--- src/sv/cbes_pkg.sv ---
// ----------------------------------------------------------------------------
// cbes_pkg
// Shared types and constants of the cubic Bezier easing solver.
// ----------------------------------------------------------------------------
package cbes_pkg;

    // Internal datapath: signed, 24 fraction bits
    localparam int DW    = 40;
    localparam int IFRAC = 24;
    // Curve parameter s lies in 0 .. 2^24
    localparam int SW    = IFRAC + 1;
    // Quotient bits kept by the divider (larger quotients saturate s)
    localparam int QW    = IFRAC + 2;
    localparam int RW    = DW + QW;

    // Port widths
    localparam int IN_W  = 18;
    localparam int OUT_W = 19;
    localparam int CFG_W = 18;
    localparam int IDX_W = 2;

    localparam logic signed [DW-1:0] ONE     = DW'(64'sd1 <<< IFRAC);
    localparam logic signed [DW-1:0] TOL     = DW'(16);
    localparam logic signed [DW-1:0] OUT_MAX = DW'(262143);
    localparam logic signed [DW-1:0] OUT_MIN = -DW'(262144);

    // Register indexes
    localparam logic [IDX_W-1:0] CFG_X1 = 2'd0;
    localparam logic [IDX_W-1:0] CFG_Y1 = 2'd1;
    localparam logic [IDX_W-1:0] CFG_X2 = 2'd2;
    localparam logic [IDX_W-1:0] CFG_Y2 = 2'd3;

    // Reset values of the control points (Q2.16)
    localparam logic signed [CFG_W-1:0] RST_X1 = 18'sd16384;
    localparam logic signed [CFG_W-1:0] RST_Y1 = 18'sd6554;
    localparam logic signed [CFG_W-1:0] RST_X2 = 18'sd16384;
    localparam logic signed [CFG_W-1:0] RST_Y2 = 18'sd65536;

    typedef enum logic [5:0] {
        ST_IDLE = 6'b000001,
        ST_EVAL = 6'b000010,
        ST_XCHK = 6'b000100,
        ST_SCHK = 6'b001000,
        ST_DIV  = 6'b010000,
        ST_YOUT = 6'b100000
    } t_state;

    // Which polynomial the shared multiplier is evaluating
    typedef enum logic [1:0] {
        K_X     = 2'd0,
        K_SLOPE = 2'd1,
        K_Y     = 2'd2
    } t_kind;

    // Divider status toward the sequencer
    typedef struct packed {
        logic          done;
        logic          big;
        logic          neg;
        logic [QW-1:0] mag;
    } t_div_res;

endpackage

--- src/sv/cubic_bezier_easing_solver_unit.sv ---
// ----------------------------------------------------------------------------
// cubic_bezier_easing_solver_unit
// Solves x(s) = t on a unit cubic Bezier curve and returns y(s).
// ----------------------------------------------------------------------------
// Each Newton step evaluates x, checks it, evaluates the slope, checks it
// and runs the divider (which produces one quotient bit a cycle); each
// bisection step and the final y evaluation use the shared multiplier.
// The next input is taken only once the block is back in IDLE.
// Synchronous active-low reset sets the control points to their defaults.
module cubic_bezier_easing_solver_unit
    import cbes_pkg::*;
#(
    parameter int FRAC_BITS    = 16,
    parameter int NEWTON_STEPS = 8,
    parameter int BISECT_STEPS = 32
) (
    input  logic                    i_clk,
    input  logic                    i_rst_n,
    input  logic                    i_progress_valid,
    output logic                    o_progress_stall,
    input  logic signed [IN_W-1:0]  i_progress,
    output logic                    o_eased_valid,
    input  logic                    i_eased_stall,
    output logic signed [OUT_W-1:0] o_eased_value,
    input  logic                    i_cfg_valid,
    output logic                    o_cfg_ready,
    input  logic [IDX_W-1:0]        i_cfg_index,
    input  logic signed [CFG_W-1:0] i_cfg_data
);

    localparam int SH = IFRAC - FRAC_BITS;
    localparam logic signed [DW-1:0] HALF = (SH == 0) ? DW'(0) : DW'(64'sd1 <<< (SH - 1));
    localparam int NCW = $clog2(NEWTON_STEPS + 1);
    localparam int BCW = $clog2(BISECT_STEPS + 1);
    localparam logic [SW-1:0] S_ONE = SW'(1) << IFRAC;

    t_state r_state;
    t_kind  r_kind;
    logic [1:0] r_ph;
    logic r_bis;
    logic [NCW-1:0] r_ncnt;
    logic [BCW-1:0] r_bcnt;

    logic signed [CFG_W-1:0] r_x1, r_y1, r_x2, r_y2;
    logic signed [DW-1:0] r_ax, r_bx, r_cx, r_ay, r_by, r_cy;
    logic signed [DW-1:0] r_t;
    logic signed [DW-1:0] r_err;
    logic [SW-1:0] r_s, r_low, r_high;
    logic r_ovld;
    logic signed [OUT_W-1:0] r_out;

    logic signed [DW-1:0] w_prod;
    logic signed [DW-1:0] w_ma, w_mb;
    logic w_men;
    logic w_last;
    t_div_res w_div;
    logic w_dstart;

    logic signed [DW-1:0] w_x1, w_y1, w_x2, w_y2, w_dx, w_dy;
    logic signed [DW-1:0] w_cx, w_cy, w_bx, w_by, w_pin, w_tin;
    logic signed [DW-1:0] w_diff, w_slope, w_rnd;
    logic w_tol_d, w_tol_s;
    logic [SW:0] w_mid_sum;
    logic [SW-1:0] w_nlow, w_nhigh;
    logic signed [SW+2:0] w_sn;
    logic [SW-1:0] w_snew;
    logic signed [OUT_W-1:0] w_sat;

    // configuration registers
    always_ff @(posedge i_clk) begin
        if (!i_rst_n) begin
            r_x1 <= RST_X1;
            r_y1 <= RST_Y1;
            r_x2 <= RST_X2;
            r_y2 <= RST_Y2;
        end else if (i_cfg_valid && o_cfg_ready) begin
            unique case (i_cfg_index)
                CFG_X1:  r_x1 <= i_cfg_data;
                CFG_Y1:  r_y1 <= i_cfg_data;
                CFG_X2:  r_x2 <= i_cfg_data;
                CFG_Y2:  r_y2 <= i_cfg_data;
                default: ;
            endcase
        end
    end

    assign o_cfg_ready = 1'b1;

    // coefficients and clamped progress, latched on input transfer
    always_comb begin
        w_x1  = DW'(r_x1) <<< SH;
        w_y1  = DW'(r_y1) <<< SH;
        w_x2  = DW'(r_x2) <<< SH;
        w_y2  = DW'(r_y2) <<< SH;
        w_dx  = w_x2 - w_x1;
        w_dy  = w_y2 - w_y1;
        w_cx  = w_x1 + (w_x1 <<< 1);
        w_cy  = w_y1 + (w_y1 <<< 1);
        w_bx  = w_dx + (w_dx <<< 1) - w_cx;
        w_by  = w_dy + (w_dy <<< 1) - w_cy;
        w_pin = DW'(i_progress) <<< SH;
        w_tin = w_pin[DW-1] ? DW'(0) : ((w_pin > ONE) ? ONE : w_pin);
    end

    // operand select for the shared multiplier
    always_comb begin
        w_men  = (r_state == ST_EVAL);
        w_last = (r_kind == K_SLOPE) ? (r_ph == 2'd1) : (r_ph == 2'd2);
        w_ma   = w_prod;
        w_mb   = '0;
        unique case (r_kind)
            K_X: begin
                w_ma = (r_ph == 2'd0) ? r_ax : w_prod;
                w_mb = (r_ph == 2'd0) ? DW'(0) : ((r_ph == 2'd1) ? r_bx : r_cx);
            end
            K_Y: begin
                w_ma = (r_ph == 2'd0) ? r_ay : w_prod;
                w_mb = (r_ph == 2'd0) ? DW'(0) : ((r_ph == 2'd1) ? r_by : r_cy);
            end
            K_SLOPE: begin
                w_ma = (r_ph == 2'd0) ? r_ax : w_prod;
                w_mb = (r_ph == 2'd0) ? (r_ax <<< 1) : (r_bx <<< 1);
            end
            default: ;
        endcase
    end

    cbes_mul u_mul (
        .i_clk (i_clk),
        .i_en  (w_men),
        .i_a   (w_ma),
        .i_b   (w_mb),
        .i_s   (r_s),
        .o_p   (w_prod)
    );

    // checks, bisection midpoint, Newton update, output rounding
    always_comb begin
        w_diff    = w_prod - r_t;
        w_slope   = w_prod + r_cx;
        w_tol_d   = (w_diff > -TOL) && (w_diff < TOL);
        w_tol_s   = (w_slope > -TOL) && (w_slope < TOL);
        w_nlow    = (w_prod < r_t) ? r_s : r_low;
        w_nhigh   = (w_prod < r_t) ? r_high : r_s;
        w_mid_sum = {1'b0, w_nlow} + {1'b0, w_nhigh};
        w_sn      = w_div.neg ? ((SW+3)'(r_s) + (SW+3)'(w_div.mag))
                              : ((SW+3)'(r_s) - (SW+3)'(w_div.mag));
        if (w_div.big) begin
            w_snew = w_div.neg ? S_ONE : '0;
        end else if (w_sn[SW+2]) begin
            w_snew = '0;
        end else if (w_sn > (SW+3)'(S_ONE)) begin
            w_snew = S_ONE;
        end else begin
            w_snew = w_sn[SW-1:0];
        end
        w_rnd = (w_prod + HALF) >>> SH;
        if (w_rnd < OUT_MIN) begin
            w_sat = OUT_W'(OUT_MIN);
        end else if (w_rnd > OUT_MAX) begin
            w_sat = OUT_W'(OUT_MAX);
        end else begin
            w_sat = w_rnd[OUT_W-1:0];
        end
    end

    assign w_dstart = (r_state == ST_SCHK) && !w_tol_s;

    cbes_div u_div (
        .i_clk   (i_clk),
        .i_rst_n (i_rst_n),
        .i_start (w_dstart),
        .i_err   (r_err),
        .i_slope (w_slope),
        .o_res   (w_div)
    );

    // sequencer
    always_ff @(posedge i_clk) begin
        if (!i_rst_n) begin
            r_state <= ST_IDLE;
            r_kind  <= K_X;
            r_ph    <= '0;
            r_bis   <= 1'b0;
            r_ncnt  <= '0;
            r_bcnt  <= '0;
            r_ovld  <= 1'b0;
        end else begin
            // result register: loaded from YOUT, cleared on output transfer
            if (r_state == ST_YOUT && (!r_ovld || !i_eased_stall)) begin
                r_ovld <= 1'b1;
            end else if (o_eased_valid && !i_eased_stall) begin
                r_ovld <= 1'b0;
            end
            unique case (r_state)
                ST_IDLE: begin
                    if (i_progress_valid) begin
                        r_state <= ST_EVAL;
                        r_kind  <= K_X;
                        r_ph    <= '0;
                        r_bis   <= 1'b0;
                        r_ncnt  <= '0;
                        r_bcnt  <= '0;
                    end
                end
                ST_EVAL: begin
                    r_ph <= w_last ? 2'd0 : r_ph + 2'd1;
                    if (w_last) begin
                        unique case (r_kind)
                            K_X:     r_state <= ST_XCHK;
                            K_SLOPE: r_state <= ST_SCHK;
                            K_Y:     r_state <= ST_YOUT;
                            default: r_state <= ST_YOUT;
                        endcase
                    end
                end
                ST_XCHK: begin
                    r_state <= ST_EVAL;
                    if (w_tol_d) begin
                        r_kind <= K_Y;
                    end else if (!r_bis) begin
                        r_kind <= K_SLOPE;
                    end else begin
                        r_bcnt <= r_bcnt + BCW'(1);
                        r_kind <= (r_bcnt == BCW'(BISECT_STEPS - 1)) ? K_Y : K_X;
                    end
                end
                ST_SCHK: begin
                    if (w_tol_s) begin
                        r_state <= ST_EVAL;
                        r_kind  <= K_X;
                        r_bis   <= 1'b1;
                    end else begin
                        r_state <= ST_DIV;
                    end
                end
                ST_DIV: begin
                    if (w_div.done) begin
                        r_ncnt  <= r_ncnt + NCW'(1);
                        r_state <= ST_EVAL;
                        r_kind  <= K_X;
                        if (r_ncnt == NCW'(NEWTON_STEPS - 1)) begin
                            r_bis <= 1'b1;
                        end
                    end
                end
                ST_YOUT: begin
                    if (!r_ovld || !i_eased_stall) begin
                        r_state <= ST_IDLE;
                    end
                end
                default: r_state <= ST_IDLE;
            endcase
        end
    end

    // datapath registers
    always_ff @(posedge i_clk) begin
        unique case (r_state)
            ST_IDLE: begin
                if (i_progress_valid) begin
                    r_cx <= w_cx;
                    r_cy <= w_cy;
                    r_bx <= w_bx;
                    r_by <= w_by;
                    r_ax <= ONE - w_cx - w_bx;
                    r_ay <= ONE - w_cy - w_by;
                    r_t  <= w_tin;
                    r_s  <= w_tin[SW-1:0];
                end
            end
            ST_XCHK: begin
                if (!w_tol_d && !r_bis) begin
                    r_err <= w_diff;
                end else if (!w_tol_d) begin
                    r_low  <= w_nlow;
                    r_high <= w_nhigh;
                    r_s    <= w_mid_sum[SW:1];
                end
            end
            ST_SCHK: begin
                // flat slope: bisection restarts from t
                if (w_tol_s) begin
                    r_s    <= r_t[SW-1:0];
                    r_low  <= '0;
                    r_high <= S_ONE;
                end
            end
            ST_DIV: begin
                if (w_div.done) begin
                    if (r_ncnt == NCW'(NEWTON_STEPS - 1)) begin
                        r_s    <= r_t[SW-1:0];
                        r_low  <= '0;
                        r_high <= S_ONE;
                    end else begin
                        r_s <= w_snew;
                    end
                end
            end
            ST_YOUT: begin
                if (!r_ovld || !i_eased_stall) begin
                    r_out <= w_sat;
                end
            end
            default: ;
        endcase
    end

    assign o_progress_stall = (r_state != ST_IDLE);
    assign o_eased_valid    = r_ovld;
    assign o_eased_value    = r_out;

    // s never leaves [0,1]
    a_s_range: assert property (@(posedge i_clk) disable iff (!i_rst_n)
        (r_state != ST_IDLE) |-> (r_s <= S_ONE))
        else $error("curve parameter out of range");

    // Newton count stays within its bound
    a_ncnt: assert property (@(posedge i_clk) disable iff (!i_rst_n)
        r_ncnt <= NCW'(NEWTON_STEPS))
        else $error("Newton step count overrun");

    // bisection bracket stays ordered
    a_bracket: assert property (@(posedge i_clk) disable iff (!i_rst_n)
        (r_bis && r_state == ST_XCHK) |-> (r_low <= r_high))
        else $error("bisection bracket inverted");

    // an input transfer starts an x evaluation
    a_start: assert property (@(posedge i_clk) disable iff (!i_rst_n)
        (i_progress_valid && !o_progress_stall) |=> (r_state == ST_EVAL && r_kind == K_X))
        else $error("input transfer did not start solving");

endmodule

--- src/sv/cbes_mul.sv ---
// ----------------------------------------------------------------------------
// cbes_mul
// Shared multiply unit: p = round((a + b) * s / 2^24), registered.
// ----------------------------------------------------------------------------
module cbes_mul
    import cbes_pkg::*;
(
    input  logic                 i_clk,
    input  logic                 i_en,
    input  logic signed [DW-1:0] i_a,
    input  logic signed [DW-1:0] i_b,
    input  logic [SW-1:0]        i_s,
    output logic signed [DW-1:0] o_p
);

    localparam int PW = DW + SW + 1;

    logic signed [DW-1:0] w_sum;
    logic signed [PW-1:0] w_prod;
    logic signed [PW-1:0] w_rnd;
    logic signed [DW-1:0] r_p;

    // pre-add, multiply, round half up
    always_comb begin
        w_sum  = i_a + i_b;
        w_prod = PW'(w_sum) * PW'($signed({1'b0, i_s}));
        w_rnd  = (w_prod + (PW'(1) <<< (IFRAC - 1))) >>> IFRAC;
    end

    always_ff @(posedge i_clk) begin
        if (i_en) begin
            r_p <= w_rnd[DW-1:0];
        end
    end

    assign o_p = r_p;

endmodule

--- src/sv/cbes_div.sv ---
// ----------------------------------------------------------------------------
// cbes_div
// Restoring divider for the Newton step: (err * 2^24) / slope, truncated.
// ----------------------------------------------------------------------------
module cbes_div
    import cbes_pkg::*;
(
    input  logic                 i_clk,
    input  logic                 i_rst_n,
    input  logic                 i_start,
    input  logic signed [DW-1:0] i_err,
    input  logic signed [DW-1:0] i_slope,
    output t_div_res             o_res
);

    localparam int CW = $clog2(QW);

    logic [DW-1:0] w_a;
    logic [DW-1:0] w_d;
    logic          w_ge;
    logic          w_big;

    logic          r_busy;
    logic          r_done;
    logic [CW-1:0] r_cnt;
    logic [RW-1:0] r_rem;
    logic [RW-1:0] r_dvs;
    logic [QW-1:0] r_q;
    logic          r_neg;
    logic          r_big;

    // operand magnitudes
    always_comb begin
        w_a   = i_err[DW-1] ? DW'(-i_err) : DW'(i_err);
        w_d   = i_slope[DW-1] ? DW'(-i_slope) : DW'(i_slope);
        w_ge  = (r_rem >= r_dvs);
        // quotient of 2^26 or more only pins s to an end
        w_big = ({2'b00, w_a} >= {w_d, 2'b00});
    end

    // control
    always_ff @(posedge i_clk) begin
        if (!i_rst_n) begin
            r_busy <= 1'b0;
            r_done <= 1'b0;
            r_cnt  <= '0;
        end else begin
            if (i_start) begin
                r_cnt  <= '0;
                r_done <= w_big;
                r_busy <= !w_big;
            end else if (r_busy) begin
                r_cnt  <= r_cnt + CW'(1);
                r_done <= (r_cnt == CW'(QW - 1));
                r_busy <= (r_cnt != CW'(QW - 1));
            end else begin
                r_done <= 1'b0;
            end
        end
    end

    // datapath: one quotient bit per cycle
    always_ff @(posedge i_clk) begin
        if (i_start) begin
            r_neg <= i_err[DW-1] ^ i_slope[DW-1];
            r_big <= w_big;
            r_rem <= RW'(w_a) << IFRAC;
            r_dvs <= RW'(w_d) << (QW - 1);
            r_q   <= '0;
        end else if (r_busy) begin
            if (w_ge) begin
                r_rem <= r_rem - r_dvs;
            end
            r_q   <= {r_q[QW-2:0], w_ge};
            r_dvs <= r_dvs >> 1;
        end
    end

    assign o_res.done = r_done;
    assign o_res.big  = r_big;
    assign o_res.neg  = r_neg;
    assign o_res.mag  = r_q;

endmodule

--- config.mk ---
export PLATFORM = sky130hd
export DESIGN_NAME = cubic_bezier_easing_solver_unit
export DESIGN_NICKNAME = d
export VERILOG_FILES = /design/src/sv/cbes_pkg.sv /design/src/sv/cubic_bezier_easing_solver_unit.sv /design/src/sv/cbes_mul.sv /design/src/sv/cbes_div.sv
export SDC_FILE = /design/constraint.sdc
export NUM_CORES = 2
export LEC_CHECK = 0
export BUFFER_PORTS_ARGS = -buffer_cell sky130_fd_sc_hd__clkbuf_2
export CORE_MARGIN = 2
export CORE_UTILIZATION = 52
export CTS_CLUSTER_SIZE = 8
export DETAILED_ROUTE_END_ITERATION = 8
export HOLD_SLACK_MARGIN = 0.02
export PLACE_DENSITY_LB_ADDON = 0.25
export SLEW_MARGIN = 15
export SYNTH_ARGS = -nofsm -noshare
export SYNTH_HDL_FRONTEND = slang
export SYNTH_HIERARCHICAL = 1
export SYNTH_SLANG_ARGS = --single-unit
export TNS_END_PERCENT = 20
--- constraint.sdc ---
create_clock -name i_clk -period 16.32 [get_ports i_clk]
set_input_delay 4.08 -clock i_clk [delete_from_list [all_inputs] [get_ports i_clk]]
set_output_delay 4.08 -clock i_clk [all_outputs]
set_load 0.01 [all_outputs]
; Yosys cells after proc, flatten, opt, wreduce, memory -nomap -nowiden
; Cells that the tools add are included.
[totals]
register_bits = 655
input_bits = 43
output_inout_bits = 22
word_cells = 226
[op_classes]
addsub = 27
n_mul = 1
n_lt_le_gt_ge = 11
eq_ne = 27
muxes = 80
n_bitwise = 2
n_reduce_logical = 44
[ops]
columns = op, count
row1 = two-way mux 25 bit, 24
row2 = two-way mux 40 bit, 9
row3 = two-way mux 64 bit, 3
row4 = one-hot mux 25 bit (3 select lines), 2
row5 = two-way mux 65 bit, 2
row6 = one-hot mux 40 bit (3 select lines), 1
row7 = one-hot mux 25 bit (4 select lines), 1
row8 = > comparator 40 x 5 -> 1 bit (second input constant), 2
row9 = < comparator 40 x 6 -> 1 bit (second input constant), 2
row10 = negation 40 bit, 2
row11 = one-hot mux 40 bit (2 select lines), 1
row12 = >= comparator 66 x 65 -> 1 bit, 1
row13 = subtractor 66 x 65 -> 66 bit, 1
row14 = adder 64 x 25 -> 64 bit (second input constant), 1
row15 = multiplier 40 x 26 -> 64 bit, 1
row16 = subtractor 29 x 30 -> 31 bit, 2
row17 = subtractor 29 x 28 -> 30 bit, 2
row18 = adder 27 x 28 -> 29 bit, 2
row19 = subtractor 26 x 28 -> 29 bit (first input constant), 2
row20 = adder 26 x 27 -> 28 bit, 2
row21 = subtractor 26 x 26 -> 27 bit, 2
row22 = >= comparator 40 x 42 -> 1 bit, 1
row23 = two-way mux 6 bit, 7
row24 = adder 40 x 28 -> 40 bit, 1
row25 = other kinds (56), 118

; Logic depth before layout (Yosys ltp)
[depth]
depth_word = 9
ltp_mapped = 47
ltp_nobuf = 45

; Modules after synthesis
; Netlist, hierarchy kept.
[by_module_without_submodules]
columns = mod, n_inst, cells_per_inst, area_each_um2, seq_area_each_um2
row1 = cbes_mul, 1, 4481, 39526.7, 1201.2
row2 = cubic_bezier_easing_solver_unit, 1, 3759, 32914.1, 10319.9
row3 = cbes_div, 1, 1557, 13092.6, 4144.0

; Least setup slack after synthesis
; OpenSTA, ideal clock, no wires.
[synth_timing]
path_type = flip-flop to flip-flop
startpoint = register r_kind[1]
endpoint = register u_mul.r_p[39], in the netlist u_mul/o_p[39], data pin
setup_time_ns = 0.274
t_arrival_ns = 10.338
t_required_ns = 16.046
path_slack_ns = 5.708
stages_incl_launch_ff = 40
n_path_buf = 4
period_less_slack_ns = 10.612
path_cell_list = dfxtp_1 > clkbuf_1 > buf_1 > mux4_2 > nand2_1 > o21ai_0 > ha_1 > buf_2 > nand3_1 > nor2_1 > a221oi_1 > o211ai_2 > a21o_1 > a41oi_2 > a21oi_1 > or2_1 > buf_2 > and2_1 > [4 not listed] > inv_1 > fa_1 > fa_1 > fa_1 > inv_1 > fa_1 > inv_1 > ha_1 > a21o_1 > a21oi_1 > o21bai_1 > a21o_1 > a21oi_1 > nor2_1 > a21oi_1 > o21ai_1 > o41ai_1 > xor2_1
[synth_between]
word_cells_on_any_way = 9
cone_classes = 2 x add/sub / 1 x mul / 2 x eq/ne / 2 x mux / 2 x reduce/logical
[synth_rtl]
columns = item, line
row1 = start: declaration, cubic_bezier_easing_solver_unit.sv:38  ; t_kind r_kind;
row2 = start signal: assignment, cubic_bezier_easing_solver_unit.sv:225  ; r_kind <= (r_bcnt == BCW'(BISECT_STEPS - 1)) ? K_Y : K_X;
row3 = "equality test 2 x 1 -> 1 bit, or another cell as far along", cubic_bezier_easing_solver_unit.sv:111  ; unique case (r_kind)
row4 = one-hot mux 40 bit (3 select lines) (*), cubic_bezier_easing_solver_unit.sv:111
row5 = net w_mb[16], cubic_bezier_easing_solver_unit.sv:53  ; logic signed [DW-1:0] w_ma, w_mb;
row6 = adder 40 bit (*), cbes_mul.sv:25  ; w_sum = i_a + i_b;
row7 = multiplier 40 x 26 -> 64 bit (*), cbes_mul.sv:26  ; w_prod = PW'(w_sum) * PW'($signed({1'b0, i_s}));
row8 = adder 64 x 25 -> 64 bit (*), cbes_mul.sv:27  ; w_rnd = (w_prod + (PW'(1) <<< (IFRAC - 1))) >>> IFRAC;
row9 = net u_mul.w_rnd[39], cbes_mul.sv:20  ; logic signed [PW-1:0] w_rnd;
row10 = end signal: assignment, cbes_mul.sv:32  ; r_p <= w_rnd[DW-1:0];
row11 = end: declaration, cbes_mul.sv:21  ; logic signed [DW-1:0] r_p;
; The timed path passes the listed nets; every way through them passes the cells marked *.
; A chain may end at the register's enable or synchronous reset.

; Worst setup path in the final report
[layout_timing]
startpoint = register r_ph[0]
endpoint = register u_mul.r_p[39], in the netlist u_mul/o_p[39], data pin
[layout_between]
elab_chain_len = 7
word_cells_on_any_way = 14
cone_classes = 2 x add/sub / 1 x mul / 1 x eq/ne / 9 x mux / 1 x reduce/logical
[layout_lines]
columns = item, line
row1 = start: declaration, cubic_bezier_easing_solver_unit.sv:39  ; logic [1:0] r_ph;
row2 = start signal: assignment, cubic_bezier_easing_solver_unit.sv:207  ; r_ph <= w_last ? 2'd0 : r_ph + 2'd1;
row3 = equality test 2 x 1 -> 1 bit, "cubic_bezier_easing_solver_unit.sv:114, cubic_bezier_easing_solver_unit.sv:118"
row4 = "two-way mux 40 bit, on equally long branches (2 in a row)", "cubic_bezier_easing_solver_unit.sv:118, cubic_bezier_easing_solver_unit.sv:114"
row5 = one-hot mux 40 bit (3 select lines) (*), cubic_bezier_easing_solver_unit.sv:111
row6 = net w_mb[9], cubic_bezier_easing_solver_unit.sv:53
row7 = adder 40 bit (*), cbes_mul.sv:25
row8 = multiplier 40 x 26 -> 64 bit (*), cbes_mul.sv:26
row9 = adder 64 x 25 -> 64 bit (*), cbes_mul.sv:27
row10 = net u_mul.w_rnd[39], cbes_mul.sv:20
; Marks and branches as above.

==> metrics.yaml <==
logic_synthesis:
  number_of_synthesized_register_bits: 581
  netlist-cell-type-count: 126
  syn-mean-instance-area_um2: 8.731
  post-synth-top-area-cell: "sky130_fd_sc_hd__fa_1"
  synth_enable_flop_cells: 403
  postSynthCellCount: 9797
  yosys-top-cells-area: "sky130_fd_sc_hd__fa_1 (24%), sky130_fd_sc_hd__edfxtp_1 (14%), sky130_fd_sc_hd__ha_1 (10%), sky130_fd_sc_hd__inv_1 (6.6%), sky130_fd_sc_hd__nand2_1 (5.2%)"
  ys_async_sr_fraction_pct: 0
  synth.yosys.warnings: 6
  synth.yosys.seq_area_share_pct: 18.31
  synth_top_flop_cell: "sky130_fd_sc_hd__edfxtp_1"
  synth.top_cell.area_share_pct: 23.97
  ys_top_cells_by_count: "sky130_fd_sc_hd__inv_1 (1495), sky130_fd_sc_hd__nand2_1 (1195), sky130_fd_sc_hd__fa_1 (1024), sky130_fd_sc_hd__ha_1 (687), sky130_fd_sc_hd__and2_1 (560)"
  yosys.cell_count.top_type: "sky130_fd_sc_hd__inv_1"
  synthesis.area_mm2: 0.08553
timing:
  finalSetupViolCount: 0
  drv_slew: 0
  final-hold-violation-count: 0
  relative_slew_slack_pct: 15.16
  worstMarginPinSlew_ns: 1.257
  skew_ns: 0.04774
  setup_tns_ns: 0
  final_min_period_over_clock_period_pct: 75.42
  timing.final.crit_period_ns: 12.31
  rsz0062_at_grt: "false"
  max_clock_freq_mhz: 81.24
global_routing:
  grt_pass1_wl_mm: 420.1
  grt_pass1_vias: 71090
  gr-usage-all-layers_pct: 32.41
  grt_start_max_net_pins: 136
  antenna_violations_before_repair: 11
  grt_remaining_overflow: 0
clock_tree:
  ctsRootBufferMaster: "sky130_fd_sc_hd__clkbuf_16"
  cts_made_buffers: 85
  clockBufferDepth: 3
  cts_tree: "yes"
  clk_pin_slew_worst_paths_ns: 0.06
  h_tree_depth_reported_by_cts: 3
  cts_num_sinks: 581
  ctsResizeCount: 0
  clock_insertion_delay_worst_skew_ns: 0.72
  cts_hold_repair.buffers: 0
  post-cts-setup-buffers: 0
critical_path:
  required_ns: 16.72
  worstReg2RegEnd: "u_mul/o_p[39]$_DFFE_PP_"
  arrival_ns: 12.71
  setup.worst_path.class: "reg2reg"
  cell_repeated_most_along_the_worst_path: "sky130_fd_sc_hd__fa_1"
  setup.worst_path.start_class: "flip-flop"
  worst_r2r_path_depth: 41
  regToRegStartpoint: "r_ph[0]$_SDFFE_PN0P_"
  setup.reg_to_reg.worst_slack_ns: 4.01
  cp_max_fo: 50
  slowest_stage: "sky130_fd_sc_hd__o311ai_0"
  end_kind: "flip-flop"
  critical_path.max_stage_delay_ns: 1.08
min_path:
  min_from: "r_x2[12]$_SDFFE_PN0P_"
  holdPathEnd: "r_x2[12]$_SDFFE_PN0P_"
  hold-path-cell-count: 2
  hp-class: "reg2reg"
detailed_routing:
  wire_per_inst_um: 22.88
  detail_route.vias_per_cell: 5.947
  ant_nets: 0
  wl_mm: 270.9
  route.detailed.drc: 0
  via_count: 70430
  firstDrtPassIters: 9
  drt_iter0_markers: 6171
die:
  initial_core_util_pct: 52.43
  dieArea_mm2: 0.1677
  design.core.area_mm2: 0.1631
  chipHeight_um: 409.6
  placementRows: 148
  ios: 65
  fp.dieW_um: 409.6
finish:
  areaGrowthSynthToFinish_pct: 6.024
  share_of_cells_above_drive_strength_1_pct: 4.773
  final_cell_area_mm2: 0.09069
  nets: 11360
place:
  number_of_buffers_added_on_ports: 63
  gp_congestion: 0.9719
  detailed_place.area_mm2: 0.08813
  post-dp-hpwl_mm: 206.1
run_status:
  outcome: "finished, final reports clean"
run:
  timing.max_cap.violations: 0
-- state kept, by name, summed over array words and instances, names as in the netlist, 25 cells and up --
register     cells
r_high          25
u_div/r_q       26
r_s             25
u_div/r_dvs     65
r_err           40
r_low           25
u_div/r_rem     66
u_mul/o_p       40
-- kinds of logic after synthesis --
kind of cell / synth area share (%)
AO/OA/AOI/OAI: 13.90
XOR/XNOR: 4.922
adder cells (fa/ha/maj): 34.02
buffers and inverters: 8.815
flip-flops: 18.31
multiplexers: 1.888
other: 0.008780
AND/OR/NAND/NOR: 18.14
-- per-stage QoR --
step	util [%]	hold slack, ns	instances	setup slack [ns]
finish	55.59	0.4699	11840	4.011
global route	55.58	0.4938	11840	3.099
CTS	55.57	0.4740	11830	4.039
detailed placement	54.02	0.4674	11690	4.038
global placement	54.02	0.4590	11690	4.192
floorplan	-	0.4447	9805	5.708
-- cell usage in the layout (no fill, tap or decap), drive strengths merged, types with 32 or more instances in the layout --
cell and count:
inv 1503, nand2 1195, fa 1024, ha 687, and2 562, nor2 451
a21oi 428, edfxtp 403, o21ai 336, xnor2 289, clkbuf 194, xor2 190
dfxtp 178, a21o 174, nand3 162, nor3 137, buf 129, nor2b 126
nand4 119, mux2i 113, a21boi 87, nand2b 85, o21a 83, a211oi 81
and3 66, o211ai 63, o22ai 53, a31oi 52, o21bai 52, nor4 50
o31ai 47, or3 36, o311ai 36, a311oi 33, or2 32
-- layout make-up --
type / instances / area [µm²]
Multi-Input combinational cell: 7242 / 62810
Clock buffer: 132 / 2355
Clock inverter: 11 / 176.4
Tap cell: 2175 / 2721
Fill cell: 14850 / 72460
Antenna cell: 9 / 22.52
Timing Repair Buffer: 191 / 1291
Inverter: 1502 / 5643
Sequential cell: 581 / 15670
-- layer usage --
layer	part of all wire [%]	track usage (%)	vias up	routed length (µm)
li1	-	-	32100	-
met1	41	43.05	34910	110800
met2	46	51.69	2828	124000
met5	0.047	0.3736	-	126
met4	5.1	14.47	8	13950
met3	8.1	5.844	583	22070
-- critical path, delay by kind of cell (launching register included) --
family | cells | cell delay (ns)
compound gates | 15 | 4.35
fa+ha+maj | 10 | 4.95
simple gates | 7 | 0.86
flops | 1 | 0.32
xor+xnor | 1 | 0.13
buf+inv | 8 | 1.37
-- how the worst max path moves through the flow --
stage	startpoint	end	slack (ns)	cells after the start
after floorplan	r_kind[1]$_SDFFE_PN0P_	u_mul/o_p[39]$_DFFE_PP_	5.71	39
after global placement	r_ph[0]$_SDFFE_PN0P_	u_mul/o_p[39]$_DFFE_PP_	4.19	41
after detailed placement	r_ph[0]$_SDFFE_PN0P_	u_mul/o_p[39]$_DFFE_PP_	4.04	39
after CTS	r_ph[0]$_SDFFE_PN0P_	u_mul/o_p[39]$_DFFE_PP_	4.04	39
after global routing	r_ph[0]$_SDFFE_PN0P_	u_mul/o_p[39]$_DFFE_PP_	3.10	39
final	r_ph[0]$_SDFFE_PN0P_	u_mul/o_p[39]$_DFFE_PP_	4.01	41
Power is left out: the tool's default activity adds up to more than one toggle a clock period on the data nets, which glitch-free logic cannot reach.
